[src/hw/rtl/plt_pkg.sv]
// shared types, sizes and codes for the packed list table
`default_nettype none

package plt_pkg;

    localparam int CAPACITY = 64;
    localparam int DATA_W   = 32;
    localparam int POS_W    = 7;
    localparam int IDX_W    = (CAPACITY > 1) ? $clog2(CAPACITY) : 1;
    localparam int CNT_W    = $clog2(CAPACITY + 1);
    localparam int WIDE_W   = CNT_W + POS_W;
    localparam int GRP      = 8;
    localparam int GRP_W    = $clog2(GRP);
    localparam int NGROUP   = (CAPACITY + GRP - 1) / GRP;

    typedef enum logic [1:0] {
        REQ_FIND   = 2'd0,
        REQ_MODIFY = 2'd1,
        REQ_APPEND = 2'd2,
        REQ_REMOVE = 2'd3
    } t_req;

    typedef enum logic [1:0] {
        ST_OK    = 2'd0,
        ST_RANGE = 2'd1,
        ST_FULL  = 2'd2
    } t_status;

    typedef enum logic [1:0] {
        S_IDLE,
        S_LOOK,
        S_GROUP,
        S_DONE
    } t_state;

    typedef struct packed {
        logic live;
        logic sel;
        logic wr;
        logic shift;
    } t_cell_ctl;

    typedef struct packed {
        logic              any;
        logic [GRP_W-1:0]  first;
        logic [DATA_W-1:0] rdata;
    } t_grp_res;

endpackage

`default_nettype wire

[src/hw/rtl/plt_group.sv]
// reduces the match and read bits of one group of cells, registered
`default_nettype none

module plt_group (
    input  wire logic                                        i_clk,
    input  wire logic [plt_pkg::GRP-1:0]                     i_match,
    input  wire logic [plt_pkg::GRP-1:0][plt_pkg::DATA_W-1:0] i_rd,
    output plt_pkg::t_grp_res                                o_res
);

    plt_pkg::t_grp_res r_res;
    plt_pkg::t_grp_res n_res;

    always_comb begin
        n_res.any   = |i_match;
        n_res.first = '0;
        n_res.rdata = '0;
        for (int k = plt_pkg::GRP - 1; k >= 0; k--) begin
            if (i_match[k]) begin
                n_res.first = plt_pkg::GRP_W'(k);
            end
        end
        for (int k = 0; k < plt_pkg::GRP; k++) begin
            n_res.rdata = n_res.rdata | i_rd[k];
        end
    end

    always_ff @(posedge i_clk) begin
        r_res <= n_res;
    end

    assign o_res = r_res;

endmodule

`default_nettype wire

[config.mk]
export PLATFORM = sky130hd
export DESIGN_NAME = plt_group
export DESIGN_NICKNAME = d
export VERILOG_FILES = /design/src/hw/rtl/plt_pkg.sv /design/src/hw/rtl/plt_group.sv
export SDC_FILE = /design/constraint.sdc
export NUM_CORES = 1
export LEC_CHECK = 0
export BUFFER_PORTS_ARGS = -buffer_cell sky130_fd_sc_hd__buf_2
export CAP_MARGIN = 20
export CORE_AREA = 2 2 118 120
export DETAILED_ROUTE_END_ITERATION = 7
export DIE_AREA = 0 0 120 122
export GPL_TIMING_DRIVEN = 1
export PLACE_DENSITY_LB_ADDON = 0.2
export SYNTH_ARGS = -nofsm -noshare
export SYNTH_HDL_FRONTEND = slang
export SYNTH_SLANG_ARGS = --single-unit
[constraint.sdc]
create_clock -name i_clk -period 0.8 [get_ports i_clk]
set_input_delay 0.12 -clock i_clk [delete_from_list [all_inputs] [get_ports i_clk]]
set_output_delay 0.12 -clock i_clk [all_outputs]
set_load 0.02 [all_outputs]
Word level (Yosys, flattened, before mapping)
Index checks and enable logic that the tools add are counted.
Storage, ports and cells
  register bits after elaboration: 36
  latch bits: 0
  bits in writable memories: 0
  ROM bits: 0
  input bits: 265
  logic and storage cells: 22
  memories kept: 0
Cells by class
  add/sub/neg operators: 0
  multiply operators: 0
  divide/modulo/power cells: 0
  magnitude comparators: 0
  equal/unequal tests: 0
  shifts and indexed selects: 0
  multiplexer cells: 7
  bitwise gates (word level): 7
  reduce and logical (&&, ||, !) cells: 3
Operator list (count)
  $or A32 B32 Y32: 7
  $mux W3: 4
  $reduce_or A8 Y1: 1
  $mux W2: 2
  $reduce_or A4 Y1: 1
  $reduce_or A2 Y1: 1
  $mux W1: 1

Longest topological paths before layout
  depth in word-level cells: 7
  depth in mapped cells: 3

Worst setup path after synthesis
No wires, ideal clock.
  path type: input port to flip-flop
  from: input port i_match[4] in the netlist's numbering
  to: register r_res (netlist bit o_res[35])
  setup time: 0.130 ns
  data arrival time: 0.493 ns
  required time: 0.670 ns
  slack: 0.177 ns
  stages: 2
  buffers on the path: 0
  cell sequence: nor4_1 -> nand2_1
RTL lines
  from (decl): line plt_group.sv:6  | input wire logic [plt_pkg::GRP-1:0] i_match,
  to (signal assigned): line plt_group.sv:29  | r_res <= n_res;
  to (decl): line plt_group.sv:11  | plt_pkg::t_grp_res r_res;

Worst setup path after layout
  from: register r_res (netlist bit o_res[35])
  to: output port o_res[35] in the netlist's numbering
RTL lines
  to (decl): line plt_group.sv:8  | output plt_pkg::t_grp_res o_res
No word-level cell between the ends.

==> summary.md <==
| Metric | Value |
|---|---|
| Status | `finished, violations left` |
| Failing checks | `negative setup slack` |
| Post-place instance area | `3049 um^2` |
| Gate Count Post-Synth | `146` |
| Int Power | `3.575 mW` |
| Clock Power Share | `43.7%` |
| Max_slew headroom | `78.45%` |
| Switching power | `1.039 mW` |
| WS Path Type | `reg -> out` |
| Max-Cap Viols | `0` |
| CP max-delay cell | `dfxtp_2` |
| Starting Density | `9.793%` |
| Synth warn | `0` |
| Final WS setup | `-0.05163 ns` |
| Critical path fanouts, max | `1` |
| Final RePlAce weighted congestion | `0.7944` |
| LEAKAGE | `1.660 nW` |
| Final nets | `718` |
| GRT Overall Usage | `8.849%` |
| Root buffer cell | `clkbuf_16` |
| Crit path DAT | `0.73 ns` |
| Setup violators final | `36` |
| Worst vdd ir | `0.5876 mV` |
| Sequential-to-total area share from yosys stat | `54.49%` |
| H-Tree Depth | `2` |
| CTS buffer count | `5` |
| # fillers | `1473` |
| Area grow syn2layout | `162.3%` |
| Max stage delay on crit path | `0.32 ns` |
| Fin. Hold Viols | `0` |
| Core box area | `13500 um^2` |
| Port bufs | `300` |
| Cell area after layout | `3468 um^2` |
| CTS tree | `built` |
| Worst path required time | `0.68 ns` |
| Synthesized cell area | `1323 um^2` |
| Top Ports | `301` |
| Total gr overflow | `0` |
| Post-route setup TNS | `-1.435 ns` |
| DR DRC count | `0` |
| Final Critical Period | `0.8516 ns` |
| Fin util | `25.68%` |
| Postcts setup bufs | `0` |
| CP Buf/Inv Count | `1` |
| DR iter-0 viols | `54` |
| Mapped Avg Cell Area | `9.058 um^2` |
| CTS Buffer Depth | `2` |
| CTS Sinks | `36` |
| CP Capture Type | `output pin` |
| Synthesized flop and latch total | `36` |
| Number of global-route vias before repair | `2285` |
| Final period util | `106.5%` |
| HP Class | `in -> reg` |
| Drt pass-1 iters | `4` |
| First-pass GRT wire length | `9811 um` |
| Pwr Density | `1330 nW/um^2` |
| DIE HEIGHT | `122 um` |
| Antenna-violating nets left | `0` |
| Slew @ Worst Pin | `0.3203 ns` |
| Critical path launch point type | `flop` |
| Max reg flops | `36` |
| Cell row count | `43` |
| Max-slew violations | `0` |
| Worst-path clk slew | `0.06 ns` |
| Detailed Route WL | `6954 um` |
| Delay-heaviest family, CP | `flip-flops` |
| Die ar. | `14640 um^2` |
| Die width | `120 um` |
| Share of cells above drive strength 1 | `75.55%` |
| DR vias/cell | `3.723` |
| Sw Ratio | `22.52%` |
| Flop pwr share | `39.3%` |
| Worst hold slack | `0.005923 ns` |
| Unrepaired setup endpoints after global routing | `yes` |
| Initial antenna violation count | `2` |
| Total number of vias | `2364` |
| Dpl hpwl | `6233 um` |
| Unique masters post-synth | `11` |
| Largest net degree at the start of global routing | `11` |
| Crit path cell chain | `buf_6` |
| Routed wire per std cell | `10.95 um` |
| Logic pwr share | `17.0%` |
| Tot Pwr | `4.614 mW` |
| Syn_nets | `411` |
| Maximum clock frequency | `1174 MHz` |
==> path summary, 6_finish.rpt <==
| check | start | end | slack (ns) | cells past startpoint |
|---|---|---|---|---|
| hold / removal | i_rd[233] | o_res[9]$_DFF_P_ | 0.006 | 3 |
| setup / recovery | o_res[35]$_DFF_P_ | o_res[35] | -0.05 | 1 |
==> Yosys cell counts (all sizes together) <==
library cell  count  area (um^2)
dfxtp            36        720.7
inv               1        3.750
o21ai             1        5.000
a21oi             2        10.01
nand2            33        123.9
o41ai             1        8.760
nor2b             2        12.51
a211oi            1        7.510
nor4             66        419.2
nor2              3        11.26
==> what timing repair did <==
item                       CTS  global route
setup endpoints to repair   36            36
hold endpoints to repair    10             0
resized for setup          108             0
==> cell families after synthesis <==
| group | Yosys count | share of synthesized area (%) |
|---|---|---|
| simple gates | 104 | 42.86 |
| flops | 36 | 54.49 |
| compound gates | 5 | 2.365 |
| buf+inv | 1 | 0.2835 |
==> routing by layer <==
metal | GRT usage (%) | part of all wire (%) | up-vias
li1 | - | - | 1195
met5 | 0 | 0 | -
met2 | 16.41 | 53 | 168
met1 | 7.799 | 30 | 989
met4 | 5.735 | 3.4 | 0
met3 | 3.792 | 13 | 12
==> stage by stage <==
| stage | worst slack, ns | instances |
|---|---|---|
| global placement | -0.03159 | 626 |
| finish | -0.05163 | 635 |
| global route | -0.08537 | 635 |
| floorplan | 0.1769 | 146 |
| CTS | -0.07683 | 634 |
| detailed placement | -0.01094 | 626 |
==> layout make-up <==
| type | count | area (um^2) | share of cell area [%] |
|---|---|---|---|
| multi-input combinational | 109 | 598.1 | 17.24 |
| antenna | 1 | 2.502 | 0.07215 |
| sequential | 36 | 765.7 | 22.08 |
| tap | 180 | 225.2 | 6.493 |
| inverter | 1 | 3.754 | 0.1082 |
| clock buffer | 8 | 146.4 | 4.221 |
| timing repair buffer | 300 | 1727 | 49.78 |
==> power by group through the flow <==
stage	registers, mW	clock network [mW]	logic (mW)
2_1_floorplan	1.87	0	0.0784
3_3_place_gp	1.85	0	0.768
5_1_grt	1.81	2.23	0.867
3_5_place_dp	1.85	0	0.774
4_1_cts	1.81	2.17	0.793
6_report	1.82	2.02	0.784
==> cell usage in the layout (no fill, tap or decap), drive strengths merged <==
master and instances:
nor4 66, o21ai 1, nor2 3, nand2 33, a211oi 1, diode 1
clkbuf 8, dfxtp 36, o41ai 1, a21oi 2, nor2b 2, inv 1
buf 300
Note: power is estimated with default switching activity, not from simulation.
