`config.mk`:
```
export PLATFORM = sky130hd
export DESIGN_NAME = plt_cell
export DESIGN_NICKNAME = d
export VERILOG_FILES = /design/src/hw/rtl/plt_pkg.sv /design/src/hw/rtl/plt_cell.sv
export SDC_FILE = /design/constraint.sdc
export NUM_CORES = 1
export LEC_CHECK = 0
export ABC_AREA = 0
export BUFFER_PORTS_ARGS = -buffer_cell sky130_fd_sc_hd__buf_2
export CORE_MARGIN = 5
export CORE_UTILIZATION = 25
export CTS_BUF_LIST = sky130_fd_sc_hd__clkbuf_8
export CTS_CLUSTER_DIAMETER = 150
export DETAILED_ROUTE_END_ITERATION = 8
export PLACE_DENSITY = 0.61
export SLEW_MARGIN = 20
export SYNTH_ARGS = -nofsm -noshare
export SYNTH_HDL_FRONTEND = slang
export SYNTH_SLANG_ARGS = --single-unit
export TNS_END_PERCENT = 20
```
`constraint.sdc`:
```
create_clock -name i_clk -period 2.25 [get_ports i_clk]
set_clock_uncertainty 0.2 [all_clocks]
set_input_delay 0.3375 -clock i_clk [delete_from_list [all_inputs] [get_ports i_clk]]
set_output_delay 0.3375 -clock i_clk [all_outputs]
set_load 0.01 [all_outputs]
```
`src/hw/rtl/plt_pkg.sv`:
```
// shared types, sizes and codes for the packed list table
`default_nettype none

package plt_pkg;

    localparam int CAPACITY = 64;
    localparam int DATA_W   = 32;
    localparam int POS_W    = 7;
    localparam int IDX_W    = (CAPACITY > 1) ? $clog2(CAPACITY) : 1;
    localparam int CNT_W    = $clog2(CAPACITY + 1);
    localparam int WIDE_W   = CNT_W + POS_W;
    localparam int GRP      = 8;
    localparam int GRP_W    = $clog2(GRP);
    localparam int NGROUP   = (CAPACITY + GRP - 1) / GRP;

    typedef enum logic [1:0] {
        REQ_FIND   = 2'd0,
        REQ_MODIFY = 2'd1,
        REQ_APPEND = 2'd2,
        REQ_REMOVE = 2'd3
    } t_req;

    typedef enum logic [1:0] {
        ST_OK    = 2'd0,
        ST_RANGE = 2'd1,
        ST_FULL  = 2'd2
    } t_status;

    typedef enum logic [1:0] {
        S_IDLE,
        S_LOOK,
        S_GROUP,
        S_DONE
    } t_state;

    typedef struct packed {
        logic live;
        logic sel;
        logic wr;
        logic shift;
    } t_cell_ctl;

    typedef struct packed {
        logic              any;
        logic [GRP_W-1:0]  first;
        logic [DATA_W-1:0] rdata;
    } t_grp_res;

endpackage

`default_nettype wire

```
`src/hw/rtl/plt_cell.sv`:
```
// one list entry: storage, compare against the key, selected read, shift from neighbor
`default_nettype none

module plt_cell (
    input  wire logic                       i_clk,
    input  wire plt_pkg::t_cell_ctl         i_ctl,
    input  wire logic [plt_pkg::DATA_W-1:0] i_key,
    input  wire logic [plt_pkg::DATA_W-1:0] i_wdata,
    input  wire logic [plt_pkg::DATA_W-1:0] i_next,
    output logic      [plt_pkg::DATA_W-1:0] o_data,
    output logic                            o_match,
    output logic      [plt_pkg::DATA_W-1:0] o_rd
);

    logic [plt_pkg::DATA_W-1:0] r_data;
    logic                       r_match;
    logic [plt_pkg::DATA_W-1:0] r_rd;

    always_ff @(posedge i_clk) begin
        if (i_ctl.wr) begin
            r_data <= i_wdata;
        end else if (i_ctl.shift) begin
            r_data <= i_next;
        end
        r_match <= i_ctl.live && (r_data == i_key);
        r_rd    <= (i_ctl.live && i_ctl.sel) ? r_data : '0;
    end

    assign o_data  = r_data;
    assign o_match = r_match;
    assign o_rd    = r_rd;

endmodule

`default_nettype wire

```
# Word level (Yosys, flattened, before mapping)
# Index checks and enable logic that the tools add are counted.
[op_classes] n_eq_ne=1 muxes=2 reduce_logical=3
[ops] op="$mux 32" count=2
[ops] op="$eq 32x32->1" count=1
[ops] op="$logic_and 1x1->1" count=2
[ops] op="$reduce_bool 2->1" count=1
[totals] register_bits=65

# Longest topological paths before layout
[logic_depth] word_depth=2 depth_mapped=4

# Worst setup path before layout
# No wires, ideal clock.
[synth_path] path_type="in2reg" startpoint="in i_ctl[1] in the netlist's numbering" endpoint="reg r_data, in the netlist o_data[0] (enable)" setup_ns=0.375 t_arrival_ns=1.246 setup_slack_ns=0.429 path_stages=3 path_buffers=2 path_cell_list="clkbuf_1 -> buf_2 -> or2_2"
[synth_between] elab_chain_len=1
[synth_lines] element="start: declaration" line_no="plt_cell.sv:6" rtl="input wire plt_pkg::t_cell_ctl i_ctl,"
[synth_lines] element="$reduce_bool 2->1 (no source line)"
[synth_lines] element="end signal: assignment" line_no="plt_cell.sv:21" rtl="r_data <= i_wdata;"
[synth_lines] element="end signal: assignment" line_no="plt_cell.sv:23" rtl="r_data <= i_next;"
[synth_lines] element="end: declaration" line_no="plt_cell.sv:15" rtl="logic [plt_pkg::DATA_W-1:0] r_data;"
# No other way between the ends.
# A chain may end at the register's enable or synchronous reset.

# Final worst setup path
[layout_path] startpoint="reg r_data, in the netlist o_data[10]" endpoint="reg r_match (netlist: o_match)"
[layout_between] elab_chain_len=2
[layout_lines] element="$eq 32x32->1" line_no="plt_cell.sv:25" rtl="r_match <= i_ctl.live && (r_data == i_key);"
[layout_lines] element="$logic_and 1x1->1" line_no="plt_cell.sv:25"
[layout_lines] element="end signal: assignment" line_no="plt_cell.sv:25"
[layout_lines] element="end: declaration" line_no="plt_cell.sv:16" rtl="logic r_match;"
# No other way between the ends.

==> impl_results.md <==
- Status: finished clean
- # hold bufs at CTS: 0
- Synthesized flop and latch total: 65
- Async set-reset flop share out of synthesis: 0
- DR pass1 iterations: 4
- Final Hold Fails: 0
- Post-CTS Setup Repair Bufs: 0
- Syn Area/Cell: 13.8 um2
- Finished Core Util: 0.372
- Yosys top cell by area: edfxtp_1
- Worst-path cell chain: xor2_1 > nor4_1 > buf_4 > nand4_1 > nor4_2
- Compound-Gate Fraction of Synth Area: 0.0173
- Die W: 112 um
- Crit-path slowest cell: nor4_1
- Xor and xnor area share after synthesis: 0.0876
- Worst Path Arrival: 1.96 ns
- Slew Limit Headroom: 0.446
- Critical Path Stages: 5
- Combinational power share: 0.149
- Final Power: 3.00 mW
- Crit path launch type: flop
- P_int: 2.26 mW
- Final Critical Period: 1.90 ns
- Worst hold slack: 0.101 ns
- Prevailing post-synth register cell: dfxtp_1
- First-pass GRT wire length: 12300 um
- Vias in the first global route: 2338
- Via density: 4.27
- Detailed-route DRC error count: 0
- Measured slew at the worst slew-check pin: 0.832 ns
- Port Buffers: 165
- Die height: 112 um
- Syn nets: 290
- Remaining antenna violation count: 0
- CP peak stage delay: 0.46 ns
- Initial antenna violation count: 0
- Critical path required time: 2.30 ns
- Crit path max-delay family: simple AND/OR/NAND/NOR gates
- Sw power: 735 uW
- Post-DP HPWL: 6160 um
- Clock power share: 0.378
- Multiplexer share of the synthesized area: 0.139
- Final Max Tran Viols: 0
- Setup violators final: 0
- Setup TNS: 0 ns
- CP Capture Type: flop
- Synth Cell Area: 2600 um2
- Unrepaired setup endpoints after global routing: false
- CTS root buffer: clkbuf_8
- CTS tree: yes
- Maxcap violations: 0
- Core ar.: 10200 um2
- Critical path type: flop to flop
- Worst min path class: input pin to flop
- Clock sinks: 65
- Max Buffers Root-to-Sink: 2
- Post_cts resized: 0
- VDD IR max: 0.000313 V
- Fill count: 1026
- Crit-path max FO: 3
- Share of cells above drive strength 1: 0.601
- Mapped Cells: 189
- Routed len/inst: 16.1 um
- Sw Ratio: 0.245
- Largest net degree at the start of global routing: 33
- Vias: 2131
- Global placer's final weighted congestion: 0.778
- Place WS: 0.239 ns
- Largest family of logic cells by synthesized area: multiplexers
- Leak pwr: 1.87 nW
- IO Count: 166
- Die Footprint: 12500 um2
- Top-count cell post-synth: dfxtp_1
- Detailed Route WL: 8030 um
- Library cells used by synthesis: 20
- YS warnings: 0
- Post-synth EDFFs: 32
- Rows: 37
- Path depth of the worst reg2reg path: 5
- Fmax: 525 MHz
- Clk Latency, worst-skew pair: 0.33 ns
- Top cells by count, synth: 33 x dfxtp_1, 32 x and3_1, 32 x edfxtp_1, 32 x mux2_2, 17 x xor2_1
- DR iter-0 viols: 41
- Buf/Inv on CP: 1
- Clk slew on worst S/H paths: 0.07 ns
- Cts bufs inserted: 9
- Initial Util: 0.254
- Htree depth: 3
- Period Utilization, post-route: 0.846
- PwrDens: 788 nW/um2
- Total global-route track usage: 0.129
- Post-Synth Adder-Cell Area: 0
- Share of the synthesized area in the top cell type: 0.370
- Final Worst Setup Slack: 0.346 ns
- Synth-to-layout area growth: 46.3%
- Synth top area cells: edfxtp_1 37%, dfxtp_1 25%, mux2_2 14%, and3_1 7.7%, xor2_1 5.7%
- Nets: 459
- Fraction of the mapped netlist area in simple logic gates: 0.108
- Sequential area share after synthesis: 0.624
- # diodes: 0
- Power share of the sequential group: 0.472
- Number of cells on the worst hold path: 2
- Total global routing overflow: 0
-- logic make-up after synthesis --
kind of cell           count (synthesis)
AND/OR/NAND/NOR                       44
multiplexers                          32
buffers and inverters                 16
XOR/XNOR                              26
flip-flops                            65
AO/OA/AOI/OAI                          6
-- stage by stage --
stage                     cell area, um2  std cells
after floorplan                     2600        189
after global placement              3580        483
after detailed placement            3580        483
after CTS                           3800        499
after global routing                3800        499
final                               3800        499
-- placed cells by master (no fill, tap or decap) --
| master | synthesis | layout |
|---|---|---|
| nor4_2 | 1 | 1 |
| a22o_1 | 1 | 1 |
| xor2_1 | 17 | 17 |
| nand4_1 | 3 | 3 |
| inv_4 | 0 | 1 |
| o21ai_0 | 1 | 1 |
| xnor2_1 | 9 | 9 |
| o22ai_1 | 2 | 2 |
| inv_1 | 6 | 6 |
| clkbuf_8 | 0 | 11 |
| buf_4 | 0 | 3 |
| edfxtp_1 | 32 | 32 |
| bufinv_16 | 0 | 2 |
| a222oi_1 | 1 | 1 |
| nor4_1 | 4 | 4 |
| buf_2 | 3 | 165 |
| and3_1 | 32 | 32 |
| or4_1 | 2 | 2 |
| or2_2 | 1 | 1 |
| o2bb2ai_1 | 1 | 1 |
| clkinv_2 | 0 | 2 |
| mux2_2 | 32 | 32 |
| dfxtp_1 | 33 | 33 |
| nand2_1 | 1 | 1 |
-- registers in the layout, summed over array words and instances (netlist names) --
| register | count |
|---|---|
| o_data | 32 |
| o_match | 1 |
| o_rd | 32 |
-- path summary, 6_finish.rpt --
path	from	to	slack, ns
worst max register to register	o_data[10]	o_match	0.35
worst min-delay path	i_wdata[1]	o_data[1]	0.10
worst min register to register	o_data[23]	o_rd[23]	0.33
worst max-delay path	o_data[10]	o_match	0.35
-- routing by layer --
metal | part of all wire | GRT usage
met4 | 0.023 | 0.0433
met5 | 0 | 0
met1 | 0.38 | 0.142
met3 | 0.10 | 0.0630
met2 | 0.49 | 0.216
-- power by group through the flow --
stage | clock [mW] | sequential (mW) | combinational, mW
6_report | 1.13 | 1.42 | 0.447
5_1_grt | 1.22 | 1.43 | 0.494
4_1_cts | 1.16 | 1.42 | 0.460
3_5_place_dp | 0 | 1.44 | 0.457
3_3_place_gp | 0 | 1.44 | 0.455
2_1_floorplan | 0 | 1.48 | 0.162
-- layout make-up --
class | count | area (um2) | share of cell area
clock buffer | 11 | 151 | 0.0398
clock inverter | 5 | 76.3 | 0.0201
inverter | 6 | 22.5 | 0.00592
multi-input combinational | 108 | 915 | 0.240
sequential | 65 | 1620 | 0.426
tap | 136 | 170 | 0.0447
timing repair buffer | 168 | 848 | 0.223
(Power assumes the default switching activity.)
